<file path="config.mk">
export PLATFORM = sky130hd
export DESIGN_NAME = bfm_ctrl
export DESIGN_NICKNAME = d
export VERILOG_FILES = /design/src/hdl/bfm_pkg.sv /design/src/hdl/bfm_ctrl.sv
export SDC_FILE = /design/constraint.sdc
export NUM_CORES = 1
export LEC_CHECK = 0
export ABC_AREA = 1
export BUFFER_PORTS_ARGS = -buffer_cell sky130_fd_sc_hd__buf_4
export CAP_MARGIN = 25
export CORE_UTILIZATION = 35
export CTS_BUF_LIST = sky130_fd_sc_hd__clkbuf_8 sky130_fd_sc_hd__clkbuf_16
export CTS_CLUSTER_DIAMETER = 40
export DETAILED_ROUTE_END_ITERATION = 10
export PLACE_DENSITY_LB_ADDON = 0.3
export SETUP_SLACK_MARGIN = 0.05
export SYNTH_ARGS = -nofsm -noshare
export SYNTH_HDL_FRONTEND = slang
export SYNTH_SLANG_ARGS = --single-unit
</file>
<file path="constraint.sdc">
create_clock -name clk_i -period 1.58 [get_ports clk_i]
set_input_delay 0.158 -clock clk_i [delete_from_list [all_inputs] [get_ports clk_i]]
set_output_delay 0.158 -clock clk_i [all_outputs]
set_load 0.05 [all_outputs]
</file>
<file path="src/hdl/bfm_pkg.sv">
// ----------------------------------------------------------------------------
// bfm_pkg
// Shared constants, controller step codes and command/status types for the
// Bloom filter with MurmurHash3 key hashing.
// ----------------------------------------------------------------------------
package bfm_pkg;

  localparam int unsigned MaxHashes     = 20;
  localparam int unsigned MaxFilterBits = 1048576;
  localparam int unsigned RowBits       = 32;
  localparam int unsigned NumRows       = MaxFilterBits / RowBits;
  localparam int unsigned RowAw         = $clog2(NumRows);
  localparam int unsigned BitAw         = $clog2(RowBits);
  localparam int unsigned PosW          = RowAw + BitAw;

  localparam logic [31:0] MmC1 = 32'hcc9e2d51;
  localparam logic [31:0] MmC2 = 32'h1b873593;
  localparam logic [31:0] MmE  = 32'he6546b64;
  localparam logic [31:0] MmF1 = 32'h85ebca6b;
  localparam logic [31:0] MmF2 = 32'hc2b2ae35;
  localparam logic [31:0] MmLen = 32'd20;

  localparam logic CfgNumHashes  = 1'b0;
  localparam logic CfgFilterBits = 1'b1;

  localparam logic OpInsert = 1'b0;
  localparam logic OpCheck  = 1'b1;

  localparam logic [3:0] StepNop   = 4'd0;
  localparam logic [3:0] StepClear = 4'd1;
  localparam logic [3:0] StepLoad  = 4'd2;
  localparam logic [3:0] StepK1    = 4'd3;
  localparam logic [3:0] StepK2    = 4'd4;
  localparam logic [3:0] StepRound = 4'd5;
  localparam logic [3:0] StepF0    = 4'd6;
  localparam logic [3:0] StepF1    = 4'd7;
  localparam logic [3:0] StepF2    = 4'd8;
  localparam logic [3:0] StepMod   = 4'd9;
  localparam logic [3:0] StepRead  = 4'd10;
  localparam logic [3:0] StepBit   = 4'd11;
  localparam logic [3:0] StepDone  = 4'd12;

  typedef struct packed {
    logic [3:0]       step;
    logic [2:0]       blk;
    logic [4:0]       seed;
    logic [RowAw-1:0] clr_addr;
  } bfm_cmd_t;

  typedef struct packed {
    logic [4:0] nh;
    logic       op;
    logic       bit_set;
    logic       out_busy;
  } bfm_stat_t;

endpackage

</file>
<file path="src/hdl/bfm_ctrl.sv">
// ----------------------------------------------------------------------------
// bfm_ctrl
// Sequencer: store clearing, key mixing, per-seed hash, modulo and bit access.
// ----------------------------------------------------------------------------
module bfm_ctrl (
  input  logic               clk_i,
  input  logic               rst_ni,
  input  logic               in_valid_i,
  output logic               in_stall_o,
  input  bfm_pkg::bfm_stat_t stat_i,
  output bfm_pkg::bfm_cmd_t  cmd_o
);
  import bfm_pkg::*;

  localparam logic [3:0] StClr  = 4'd0;
  localparam logic [3:0] StIdle = 4'd1;
  localparam logic [3:0] StK1   = 4'd2;
  localparam logic [3:0] StK2   = 4'd3;
  localparam logic [3:0] StRnd  = 4'd4;
  localparam logic [3:0] StF0   = 4'd5;
  localparam logic [3:0] StF1   = 4'd6;
  localparam logic [3:0] StF2   = 4'd7;
  localparam logic [3:0] StMod  = 4'd8;
  localparam logic [3:0] StRd   = 4'd9;
  localparam logic [3:0] StBit  = 4'd10;
  localparam logic [3:0] StDone = 4'd11;

  logic [3:0]       state_q, state_d;
  logic [2:0]       blk_q, blk_d;
  logic [4:0]       seed_q, seed_d;
  logic [3:0]       cnt_q, cnt_d;
  logic [RowAw-1:0] clr_q, clr_d;
  logic             last_seed;

  assign last_seed = ({1'b0, seed_q} + 6'd1) == {1'b0, stat_i.nh};

  always_comb begin
    state_d = state_q;
    blk_d   = blk_q;
    seed_d  = seed_q;
    cnt_d   = cnt_q;
    clr_d   = clr_q;
    cmd_o.step     = StepNop;
    cmd_o.blk      = blk_q;
    cmd_o.seed     = seed_q;
    cmd_o.clr_addr = clr_q;
    case (state_q)
      StClr: begin
        cmd_o.step = StepClear;
        clr_d = clr_q + 1'b1;
        if (clr_q == {RowAw{1'b1}}) state_d = StIdle;
      end
      StIdle: begin
        if (in_valid_i) begin
          cmd_o.step = StepLoad;
          blk_d = 3'd0;
          state_d = StK1;
        end
      end
      StK1: begin
        cmd_o.step = StepK1;
        state_d = StK2;
      end
      StK2: begin
        cmd_o.step = StepK2;
        if (blk_q == 3'd4) begin
          blk_d = 3'd0;
          seed_d = 5'd0;
          state_d = (stat_i.nh == 5'd0) ? StDone : StRnd;
        end else begin
          blk_d = blk_q + 3'd1;
          state_d = StK1;
        end
      end
      StRnd: begin
        cmd_o.step = StepRound;
        if (blk_q == 3'd4) state_d = StF0;
        else blk_d = blk_q + 3'd1;
      end
      StF0: begin
        cmd_o.step = StepF0;
        state_d = StF1;
      end
      StF1: begin
        cmd_o.step = StepF1;
        state_d = StF2;
      end
      StF2: begin
        cmd_o.step = StepF2;
        cnt_d = 4'd0;
        state_d = StMod;
      end
      StMod: begin
        cmd_o.step = StepMod;
        cnt_d = cnt_q + 4'd1;
        if (cnt_q == 4'd15) state_d = StRd;
      end
      StRd: begin
        cmd_o.step = StepRead;
        state_d = StBit;
      end
      StBit: begin
        cmd_o.step = StepBit;
        if ((stat_i.op == OpCheck && !stat_i.bit_set) || last_seed) begin
          state_d = StDone;
        end else begin
          seed_d = seed_q + 5'd1;
          blk_d = 3'd0;
          state_d = StRnd;
        end
      end
      StDone: begin
        if (!stat_i.out_busy) begin
          cmd_o.step = StepDone;
          state_d = StIdle;
        end
      end
      default: state_d = StIdle;
    endcase
  end

  always_ff @(posedge clk_i or negedge rst_ni) begin
    if (!rst_ni) begin
      state_q <= StClr;
      blk_q   <= 3'd0;
      seed_q  <= 5'd0;
      cnt_q   <= 4'd0;
      clr_q   <= '0;
    end else begin
      state_q <= state_d;
      blk_q   <= blk_d;
      seed_q  <= seed_d;
      cnt_q   <= cnt_d;
      clr_q   <= clr_d;
    end
  end

  assign in_stall_o = state_q != StIdle;

endmodule

</file>
Yosys cells after proc, flatten, opt, wreduce, memory -nomap -nowiden

Cells that the tools add are included.

Register bits: 31
Input port bits: 11
Output and inout port bits: 28
Word-level logic and storage cells: 66

Add/sub/neg operators: 5
Equality and inequality tests: 24
Mux-type cells: 21
Reduce and logical (&&, ||, !) cells: 11

Operator list:

| kind                                                                    | number |
|---|---|
| 4-bit case mux with 12 select lines                                     | 2 |
| 4-bit two-way mux                                                       | 9 |
| 4-bit == test, second input constant                                    | 5 |
| 4-bit by 3-bit == test with 1-bit output, second input constant         | 4 |
| 2-bit inequality test, second input constant                            | 8 |
| 15-bit by 1-bit adder with 15-bit output, second input constant         | 1 |
| 15-bit == test, second input constant                                   | 1 |
| 3-bit two-way mux                                                       | 4 |
| 3-bit case mux with 4 select lines                                      | 1 |
| 5-bit two-way mux                                                       | 2 |
| 5-bit case mux with 2 select lines                                      | 1 |
| 4-bit by 2-bit == test with 1-bit output, second input constant         | 2 |
| 4-bit case mux with 2 select lines                                      | 1 |
| 5-bit by 1-bit adder with 6-bit output, second input constant           | 1 |
| 6-bit by 5-bit == test with 1-bit output                                | 1 |
| 5-bit by 1-bit adder with 5-bit output, second input constant           | 1 |
| 5-bit logical NOT                                                       | 1 |
| 5-bit AND reduction                                                     | 1 |
| 4-bit by 1-bit adder with 4-bit output, second input constant           | 1 |
| 4-bit by 1-bit == test with 1-bit output, second input constant         | 1 |
| 4-bit logical NOT                                                       | 1 |
| 4-bit by 1-bit inequality test with 1-bit output, second input constant | 1 |
| 4-bit AND reduction                                                     | 1 |
| 2-bit nonzero test                                                      | 2 |
| other kinds (8)                                                         | 8 |

Longest topological paths before layout

Gate-level depths: netlist (run 1).

Depth in word-level cells: 5
Gate-level depth with buffers: 13
Depth with buffers taken out: 13

Worst setup path after synthesis (run 1)

No wires, ideal clock.

Path kind: register to output
From: register state_q[0]
To: output cmd_o[25] (netlist name)
Arrival: 2.427 ns
Data required time: 1.422 ns
Setup slack: -1.005 ns
Stages on the path, launching flop included: 4
Buffers on the path: 1
Cell sequence: dfrtp_1 buf_6 nand2_2 o311ai_0

RTL lines:

| item                     | line            | source |
|---|---|---|
| start: declaration       | bfm_ctrl.sv:28  | `logic [3:0] state_q, state_d;` |
| start signal: assignment | bfm_ctrl.sv:124 | `state_q <= StClr;` |
| start signal: assignment | bfm_ctrl.sv:130 | `state_q <= state_d;` |
| end: declaration         | bfm_ctrl.sv:11  | `output bfm_pkg::bfm_cmd_t cmd_o` |

Worst setup path in the final report (run 1)

From: register seed_q[0]
To: register blk_q[1]

Cells in the longest elaborated chain, start to end: 5

Ends and longest elaborated chain:

| item                                     | line            | source |
|---|---|---|
| start: declaration                       | bfm_ctrl.sv:30  | `logic [4:0] seed_q, seed_d;` |
| start signal: assignment                 | bfm_ctrl.sv:126 | `seed_q <= 5'd0;` |
| start signal: assignment                 | bfm_ctrl.sv:132 | `seed_q <= seed_d;` |
| 5-bit by 1-bit adder with 6-bit output   | bfm_ctrl.sv:35  | `assign last_seed = ({1'b0, seed_q} + 6'd1) == {1'b0, stat_i.nh};` |
| 6-bit by 5-bit == test with 1-bit output | bfm_ctrl.sv:35  |  |
| 1-bit logical OR                         | bfm_ctrl.sv:104 | `if ((stat_i.op == OpCheck && !stat_i.bit_set) \|\| last_seed) begin` |
| 2-bit inequality test (no line)          | --              |  |
| 4-bit AND reduction (no line)            | --              |  |
| end signal: assignment                   | bfm_ctrl.sv:131 | `blk_q <= blk_d;` |
| end: declaration                         | bfm_ctrl.sv:29  | `logic [2:0] blk_q, blk_d;` |

No other way between the ends.
A chain may end at the register's enable or synchronous reset.

==> results.json, run 1 <==
{
  "grtUsageTotal_pct": 16.5,
  "dp_hpwl_mm": 3.29,
  "core_region_area_sq_um": 5540,
  "cp.arrival_ns": 1.83,
  "clock-sinks": 31,
  "postLayoutCellArea_sq_um": 2880,
  "drt_first_iter_violations": 51,
  "cap_violations": 0,
  "io_buffers": 38,
  "numCtsBuffers": 5,
  "grt_max_degree": 32,
  "crit_type": "flip-flop to flip-flop",
  "finalHoldViolCount": 0,
  "cp_num_buf_inv": 1,
  "seq_area_sq_um": 791,
  "floorplan.initialDensity_pct": 36.4,
  "syn_to_final_growth_pct": 42.5,
  "fillers": 530,
  "ys_warn_count": 0,
  "fin_util_pct": 51.9,
  "cpPeakStageDelay_ns": 0.42,
  "clockRootBuffer": "clkbuf_8",
  "synth_ff_type": "dfrtp_1",
  "gr-total-overflow": 0,
  "synth-edff-count": 0,
  "routed_wl_mm": 4.69,
  "die_area_sq_um": 6070,
  "worstSkewPairLatency_ns": 0.28,
  "crit_family": "simple AND/OR/NAND/NOR gates",
  "drc_errors": 0,
  "worst_slack_ns": -0.0445,
  "drv_slew": 0,
  "whs_ns": 0.180,
  "power_frac_comb_pct": 55.5,
  "die_width_um": 77.9,
  "path_depth": 13,
  "p_sw_share_pct": 46.1,
  "slowest_stage": "dfrtp_2",
  "synth.avg_cell_area_sq_um": 8.04,
  "antenna_left": 0,
  "r2r_end": "blk_q[1]",
  "layout.nets": 335,
  "grt_pass1_vias": 1860,
  "slew_headroom_pct": 72.9,
  "synth-async-reset-ratio_pct": 100,
  "final_common_cell": "nand2_1",
  "startpoint_type": "flip-flop",
  "status": "finished with violations",
  "path_common_cell": "nand2_1",
  "vias": 1872,
  "synth_nets": 267,
  "cts_tree": "yes",
  "final-instance-count-excl-fill": 392,
  "netlist_area_sq_um": 2020,
  "netlist_instances": 251,
  "tightest_slew_ns": 0.406,
  "grt_pass1_wl_mm": 7.94,
  "power.net_switching_w": 0.00176,
  "fin_crit_sh_pct": 103,
  "fmax_mhz": 616,
  "path_cells": "ha_4 -> inv_2 -> nand2_1 -> nand2_1 -> nor2_1 -> nand2_1 -> nor2_2 -> nand3_2 -> nand2_2 -> nand2_4 -> nand2_4 -> nand2_1 -> o21ai_1",
  "ir_worst_vdd_mv": 1.23,
  "avgViaCountPerCell": 4.78,
  "htreeDepth": 2,
  "dr.pass1.iters": 5,
  "ff2ff_path_depth": 13,
  "place.gp.congestion": 0.819,
  "ys_ff_latch": 31,
  "period_needed_ns": 1.62,
  "multi_input_area_sq_um": 1240,
  "synthDistinctLibCells": 34,
  "cp-end-kind": "flip-flop",
  "p_per_area_nw_per_um2": 1330,
  "pin_count": 39,
  "yosysSeqAreaShare_pct": 38.4,
  "startpoint": "seed_q[0]",
  "r2r-start": "seed_q[0]",
  "die_y_um": 77.9,
  "setup_viol": 10,
  "required_ns": 1.79,
  "fin_worst_skew_ns": 0.00294,
  "worst-r2r-setup-slack_ns": -0.04,
  "postPlaceCellArea_sq_um": 2470,
  "rsz0062_at_grt": "yes",
  "p_int_w": 0.00206,
  "violations": "setup timing",
  "n_antenna_cell": 0,
  "final_cell_mix": "56 x nand2_1, 53 x buf_4, 28 x inv_1",
  "seq_power_share_pct": 29.1,
  "num_rows": 27,
  "crit_fanout": 5,
  "avgRoutedWirePerCell_um": 12.0,
  "cts.clk_slew.worst_paths_ns": 0.06,
  "critPathCapture": "blk_q[1]",
  "drive_above_1_share_pct": 46.3,
  "hp-class": "input port to flip-flop",
  "placedCellCount": 366,
  "clockBufferDepth": 2,
  "power.leakage_nw": 1.46,
  "antenna_found_initial": 0,
  "p_clk_share_pct": 15.4
}
per-layer routing:
metal	track usage, %	vias up	wire, um
met5	0	-	0
met4	5.93	0	64
met3	4.24	6	216
met2	28.8	38	2410
met1	19.6	885	2000
li1	-	943	-
layout make-up:
cell class                 instances  share of cell area (%)
clock buffer                       5                    2.39
clock inverter                     3                   0.435
inverter                          41                    5.83
multi-input combinational        178                    43.1
sequential                        31                    27.5
tap                               72                    3.13
timing repair buffer              62                    17.6
state kept, by name (all words and copies together), names as in the netlist:
register and count:
cnt_q 4, state_q 4, blk_q 3, seed_q 5, clr_q 15
power by group through the flow:
stage          logic, W  registers [W]  clock network [W]
3_3_place_gp    0.00177        0.00111                  0
2_1_floorplan   0.00107        0.00137                  0
3_5_place_dp    0.00178        0.00111                  0
6_report        0.00212        0.00111           0.000587
5_1_grt         0.00228        0.00114           0.000634
4_1_cts         0.00194        0.00111           0.000605
how the worst min path moves through the flow:
stage / start / end / slack, ns / depth (start not counted)
6_report: stat_i[0] / state_q[1] / 0.18 / 3
5_1_grt: stat_i[0] / state_q[1] / 0.19 / 3
4_1_cts: stat_i[0] / state_q[1] / 0.18 / 3
3_5_place_dp: rst_ni / blk_q[2] / 0.12 / 1
3_3_place_gp: rst_ni / blk_q[2] / 0.12 / 1
2_1_floorplan: rst_ni / blk_q[0] / -0.14 / 0
stage by stage:
stage	TNS (ns)	power (W)	setup slack (ns)
global route	-2.08	0.00405	-0.198
finish	-0.204	0.00382	-0.0445
floorplan	-0.759	0.00243	-0.0955
global placement	0	0.00288	0.00962
CTS	-0.193	0.00366	-0.0307
detailed placement	-0.0274	0.00288	-0.00868
Yosys cell counts (2+ instances only):
cell      number  area [sq um]
o211ai_1       2          15.0
nand4_1        5          31.3
inv_2          9          33.8
a21oi_1        6          30.0
nand3_1       17          85.1
o21ai_0        4          20.0
nand2_2        8          50.1
o21ai_1        5          25.0
nor4_2         2          25.0
nand3_2        3          30.0
nor3_1         3          15.0
xnor2_1        6          52.6
nor2_2         7          43.8
nand2_1       62           233
nand2_4        5          56.3
inv_1         31           116
nor2_4         5          56.3
xor2_1         8          70.1
ha_1           5          62.6
o22ai_1        3          18.8
dfrtp_1       31           776
nor2_1        12          45.0
kinds of logic after synthesis:
logic type,share of synthesized area (%)
xor gates and xnor gates,6.08
DFF,38.4
AOI/OAI and AO/OA,8.25
and+or+nand+nor,35.9
buffers and inverters,8.25
adders and majority gates,3.10
worst reg2reg max path: cells and delay by family, from the launching register on:
family | cells | cell delay [ns]
buffers and inverters | 1 | 0.03
AO/OA/AOI/OAI | 1 | 0.06
flip-flops | 1 | 0.42
AND/OR/NAND/NOR | 10 | 0.76
adder cells (fa/ha/maj) | 1 | 0.28
timing repair:
item / 4_1_cts / 5_1_grt
gates resized for setup: 22 / 28
hold buffers: 1 / 0
pin swaps: 6 / 14
gates cloned: 0 / 0
endpoints found under the setup margin: 15 / 26
setup buffers: 12 / 5
hold endpoints to repair: 31 / 0
Power figures use the tool's default switching activity.
==> inputs of run 2 (changes only) <==
--- a/config.mk
+++ b/config.mk
@@ -8,6 +8,8 @@
 export ABC_AREA = 1
 export BUFFER_PORTS_ARGS = -buffer_cell sky130_fd_sc_hd__buf_4
 export CAP_MARGIN = 25
+export CELL_PAD_IN_SITES_DETAIL_PLACEMENT = 1
+export CELL_PAD_IN_SITES_GLOBAL_PLACEMENT = 1
 export CORE_UTILIZATION = 35
 export CTS_BUF_LIST = sky130_fd_sc_hd__clkbuf_8 sky130_fd_sc_hd__clkbuf_16
 export CTS_CLUSTER_DIAMETER = 40
==> run 2 against run 1 <==
- the flow still finishes with violations (setup timing)
- die area stayed put
- highest routed layer unchanged
- worst setup slack got worse by 0.079 ns
- fmax fell by 4.6%
- largest cell class unchanged
- non-clock buffer count grew 3
- combinational power increased by 6%
- clock-buffer cell count is the same
- clock power grew 28%
- cell count up 0.77%
- clock skew grew 0.0073 ns
- final area rose by 3.2%
- sequential share of layout area shrank 0.85 points
==> results.json, run 2 (synthesis results as in run 1) <==
{
  "cap_violations": 0,
  "io_buffers": 38,
  "antenna_left": 0,
  "slowest_stage": "dfrtp_2",
  "cp_num_buf_inv": 1,
  "p_clk_share_pct": 18.2,
  "cts.clk_slew.worst_paths_ns": 0.07,
  "cp.arrival_ns": 1.91,
  "fin_worst_skew_ns": 0.0102,
  "clockBufferDepth": 2,
  "cts_tree": "yes",
  "postLayoutCellArea_sq_um": 2970,
  "violations": "setup timing",
  "final-instance-count-excl-fill": 395,
  "place_ws_ns": -0.0287,
  "power_frac_comb_pct": 54.6,
  "top_register": "clr_q",
  "p_sw_share_pct": 45.2,
  "pin_count": 39,
  "core_region_area_sq_um": 5540,
  "hp-class": "input port to flip-flop",
  "largestRegisters": "clr_q (15), seed_q (5)",
  "required_ns": 1.79,
  "htreeDepth": 2,
  "crit_family": "simple AND/OR/NAND/NOR gates",
  "drt_first_iter_violations": 25,
  "routed_wl_mm": 6.15,
  "drv_slew": 0,
  "gr-total-overflow": 0,
  "avgViaCountPerCell": 5.00,
  "p_int_w": 0.00226,
  "die_y_um": 77.9,
  "grt_pass1_wl_mm": 9.55,
  "power.net_switching_w": 0.00186,
  "tightest_slew_ns": 0.408,
  "path_common_cell": "nand2_2",
  "grt_max_degree": 32,
  "floorplan.initialDensity_pct": 36.4,
  "p_total_w": 0.00412,
  "avgRoutedWirePerCell_um": 15.6,
  "status": "finished with violations",
  "num_rows": 27,
  "dp_hpwl_mm": 4.13,
  "crit_type": "flip-flop to flip-flop",
  "placedCellCount": 368,
  "postPlaceCellArea_sq_um": 2490,
  "final_cell_mix": "56 x buf_4, 51 x nand2_1, 28 x inv_1",
  "final_common_cell": "buf_4",
  "setup_viol": 14,
  "worstSkewPairLatency_ns": 0.28,
  "syn_to_final_growth_pct": 47.1,
  "cpPeakStageDelay_ns": 0.42,
  "die_area_sq_um": 6070,
  "p_per_area_nw_per_um2": 1390,
  "antenna_found_initial": 0,
  "drive_above_1_share_pct": 48.9,
  "worst_slack_ns": -0.123,
  "largest_reg_flops": 15,
  "slew_headroom_pct": 72.8,
  "power.leakage_nw": 1.49,
  "fin_crit_sh_pct": 108,
  "grt_pass1_vias": 1999,
  "numCtsBuffers": 5,
  "rsz0062_at_grt": "yes",
  "die_width_um": 77.9,
  "dr.pass1.iters": 4,
  "fillers": 667,
  "ir_worst_vdd_mv": 1.13,
  "path_cells": "ha_4 -> inv_2 -> nand2_2 -> nand2_2 -> nor2_1 -> nand2_1 -> nor2_2 -> nand3_2 -> nand2_2 -> nand2_4 -> nand2_4 -> nand2_1 -> o21ai_1",
  "cp-end-kind": "flip-flop",
  "drc_errors": 0,
  "seq_power_share_pct": 27.2,
  "startpoint_type": "flip-flop",
  "vias": 1976,
  "period_needed_ns": 1.70,
  "crit_fanout": 5,
  "grtUsageTotal_pct": 20.4,
  "multi_input_area_sq_um": 1280,
  "n_antenna_cell": 0,
  "fmax_mhz": 587,
  "layout.nets": 338,
  "seq_area_sq_um": 791,
  "clock-sinks": 31,
  "place.gp.congestion": 0.832,
  "clockRootBuffer": "clkbuf_8",
  "finalHoldViolCount": 0
}
run 2: final cells by class:
type,instances,share of cell area (%)
Timing Repair Buffer,65,17.8
Multi-Input combinational cell,178,43.2
Clock buffer,5,2.32
Sequential cell,31,26.6
Tap cell,72,3.04
Clock inverter,3,1.26
Inverter,41,5.73
run 2: tightest hold or removal path: cells and delay by family:
kind / cells / cell delay [ns]
buffers and inverters: 1 / 0.14
AND/OR/NAND/NOR: 2 / 0.14
run 2: metrics by stage:
step / util [%] / hold slack [ns] / setup TNS, ns
floorplan: - / -0.138 / -0.759
global placement: 44.9 / 0.122 / -0.000256
detailed placement: 44.9 / 0.123 / -0.134
CTS: 49.4 / 0.175 / -0.349
global route: 53.6 / 0.204 / -2.64
finish: 53.6 / 0.201 / -1.12
run 2: worst paths after layout:
kind / endpoint / depth (start not counted) / slack (ns) / startpoint
max in group asynchronous: clr_q[3] / 2 / 0.89 / rst_ni
min: state_q[1] / 3 / 0.20 / stat_i[0]
max reg2reg: blk_q[1] / 13 / -0.12 / seed_q[1]
min in group asynchronous: seed_q[0] / 2 / 0.37 / rst_ni
min reg2reg: cnt_q[3] / 1 / 0.47 / cnt_q[3]
max: blk_q[1] / 13 / -0.12 / seed_q[1]
run 2: power groups by stage:
stage / clock, W / sequential (W) / combinational, W
finish: 0.000752 / 0.00112 / 0.00225
global route: 0.000811 / 0.00115 / 0.00241
CTS: 0.000771 / 0.00111 / 0.00197
detailed placement: 0 / 0.00112 / 0.00183
global placement: 0 / 0.00111 / 0.00179
floorplan: 0 / 0.00137 / 0.00107
run 2: repair_timing:
item,in CTS,in global routing
cloned,0,0
pin swaps,6,12
hold endpoints to repair,31,0
hold buffers,1,0
buffers inserted,8,10
setup endpoints to repair,20,23
gates resized for setup,25,36
run 2: layer usage:
layer  vias up  share of wire (%)  track usage (%)
met1       975                 42             24.5
li1        948                  -                -
met4         0                3.1             8.15
met5         -                  0                0
met3        12                3.2             3.65
met2        41                 52             36.0
==> inputs of run 3 (changes only) <==
==> constraint.sdc (replaced) <==
create_clock -name clk_i -period 1.58 [get_ports clk_i]
set_input_delay 0.079 -clock clk_i [delete_from_list [all_inputs] [get_ports clk_i]]
set_output_delay 0.079 -clock clk_i [all_outputs]
set_load 0.05 [all_outputs]
==> run 3 against run 2 <==
- clock-buffer cell count unchanged
- the flow still finishes with violations (setup timing)
- highest routed layer unchanged
- final area down 5.3%
- combinational power down 9.8%
- register-to-register slack better by 0.06 ns
- global-route usage down 0.21 points
- critical endpoint is now state_q[1]
- non-clock buffer count down 7
- clock power down 18%
==> results.json, run 3 (synthesis results as in run 1) <==
{
  "final_cell_mix": "57 x nand2_1, 51 x buf_4, 28 x inv_1",
  "grt_pass1_vias": 2023,
  "status": "finished with violations",
  "hp-class": "input port to flip-flop",
  "avgRoutedWirePerCell_um": 14.3,
  "io_buffers": 38,
  "dr.pass1.iters": 4,
  "htreeDepth": 2,
  "largestRegisters": "clr_q (15), seed_q (5)",
  "fin_util_pct": 50.7,
  "cts.clk_slew.worst_paths_ns": 0.07,
  "drv_slew": 0,
  "vias": 1923,
  "drt_first_iter_violations": 55,
  "cpPeakStageDelay_ns": 0.43,
  "r2r_end": "state_q[1]",
  "clockRootBuffer": "clkbuf_8",
  "fin_worst_skew_ns": 0.00406,
  "die_width_um": 77.9,
  "worst-r2r-setup-slack_ns": -0.07,
  "clockBufferDepth": 2,
  "worst_slack_ns": -0.0655,
  "p_int_w": 0.00198,
  "finalHoldViolCount": 0,
  "num_rows": 27,
  "path_common_cell": "nand2_1",
  "grt_pass1_wl_mm": 9.49,
  "crit_fanout": 5,
  "worstSkewPairLatency_ns": 0.29,
  "drive_above_1_share_pct": 45.6,
  "cts_tree": "yes",
  "p_per_area_nw_per_um2": 1340,
  "die_y_um": 77.9,
  "placedCellCount": 369,
  "power_frac_comb_pct": 53.9,
  "fillers": 679,
  "cap_violations": 0,
  "period_needed_ns": 1.65,
  "floorplan.initialDensity_pct": 36.4,
  "cp.arrival_ns": 1.87,
  "n_antenna_cell": 0,
  "slowest_stage": "dfrtp_2",
  "path_cells": "ha_4 -> inv_2 -> nand2_1 -> nand2_1 -> nor2_1 -> nand2_1 -> nor2_2 -> nand3_2 -> nand2_2 -> nand2_4 -> nand3_1 -> nand2_1 -> nand2_1",
  "hold_end": "state_q[1]",
  "setup_viol": 7,
  "antenna_found_initial": 0,
  "crit_type": "flip-flop to flip-flop",
  "final-instance-count-excl-fill": 388,
  "dp_hpwl_mm": 4.07,
  "grt_max_degree": 32,
  "pin_count": 39,
  "antenna_left": 0,
  "power.leakage_nw": 1.42,
  "cp-end-kind": "flip-flop",
  "grtUsageTotal_pct": 20.2,
  "ff2ff_path_depth": 13,
  "startpoint_type": "flip-flop",
  "avgViaCountPerCell": 4.96,
  "layout.nets": 331,
  "tightest_slew_ns": 0.426,
  "ir_worst_vdd_mv": 1.00,
  "gr-total-overflow": 0,
  "numCtsBuffers": 5,
  "p_sw_share_pct": 47.3,
  "place.gp.congestion": 0.821,
  "routed_wl_mm": 5.56,
  "clock-sinks": 31,
  "hold_start": "stat_i[0]",
  "fmax_mhz": 608,
  "final_common_cell": "nand2_1",
  "required_ns": 1.81,
  "p_clk_share_pct": 16.4,
  "r2r-start": "seed_q[0]",
  "drc_errors": 0,
  "largest_reg_flops": 15,
  "whs_ns": 0.0878,
  "slew_headroom_pct": 71.6,
  "whs_path_depth": 3,
  "violations": "setup timing",
  "die_area_sq_um": 6070,
  "core_region_area_sq_um": 5540,
  "rsz0062_at_grt": "yes",
  "fin_crit_sh_pct": 104,
  "syn_to_final_growth_pct": 39.3,
  "power.net_switching_w": 0.00178,
  "top_register": "clr_q",
  "seq_power_share_pct": 29.7
}
==> run 3: cell types whose count changed in the layout (fill, tap and decap cells not counted), sizes merged <==
cell,delta
buf,-7
bufinv,-1
clkinv,+1
clkinvlp,+1
inv,-1
==> run 3: cell type report <==
type	count	area, sq um	area share (%)
multi-input combinational	178	1230	43.7
clock buffer	5	68.8	2.45
inverter	41	155	5.52
clock inverter	3	16.3	0.579
sequential	31	791	28.1
tap	72	90.1	3.20
timing repair buffer	58	460	16.4
==> run 3: per-layer routing <==
metal,GRT usage (%),share of wire (%),vias up
li1,-,-,933
met1,23.8,43,952
met2,37.0,53,32
met3,4.47,3.3,6
met4,5.00,1.1,0
met5,0,0,-
==> run 3: worst max-delay path: cells and delay by family, from the launching register on <==
kind | cells | cell delay (ns)
adders and majority gates | 1 | 0.27
buffers and inverters | 1 | 0.03
DFF | 1 | 0.43
and+or+nand+nor | 11 | 0.86
==> run 3: worst max path at each step <==
stage / start / endpoint / slack (ns) / cells after the start
2_1_floorplan: seed_q[0] / seed_q[0] / -0.1 / 12
3_3_place_gp: seed_q[0] / seed_q[0] / -0.0004 / 12
3_5_place_dp: seed_q[0] / blk_q[0] / -0.02 / 13
4_1_cts: state_q[3] / cmd_o[25] / -0.04 / 6
5_1_grt: seed_q[0] / state_q[1] / -0.23 / 13
6_report: seed_q[0] / state_q[1] / -0.07 / 13
==> run 3: what timing repair did <==
item                       in CTS  in global routing
hold buffers                    1                  0
pin swaps                       3                 13
setup endpoints to repair      18                 23
setup buffers                   5                  5
resized for setup               9                 29
hold endpoints to repair       31                  0
==> run 3: power groups by stage <==
stage	Sequential, W	Combinational [W]	Clock (W)
after floorplan	0.00137	0.00104	0
after global placement	0.00111	0.00177	0
after detailed placement	0.00111	0.00181	0
after CTS	0.00111	0.00186	0.000636
after global routing	0.00114	0.00218	0.000672
final	0.00112	0.00203	0.000617
==> run 3: per-stage QoR <==
stage	TNS, ns	setup slack [ns]	instance area (sq um)	total power, W
2_1_floorplan	-0.759	-0.0955	2050	0.00241
3_3_place_gp	-0.000351	-0.000351	2490	0.00288
3_5_place_dp	-0.0848	-0.0203	2490	0.00292
4_1_cts	-0.258	-0.0388	2650	0.00361
5_1_grt	-2.22	-0.233	2810	0.00399
6_report	-0.240	-0.0655	2810	0.00376
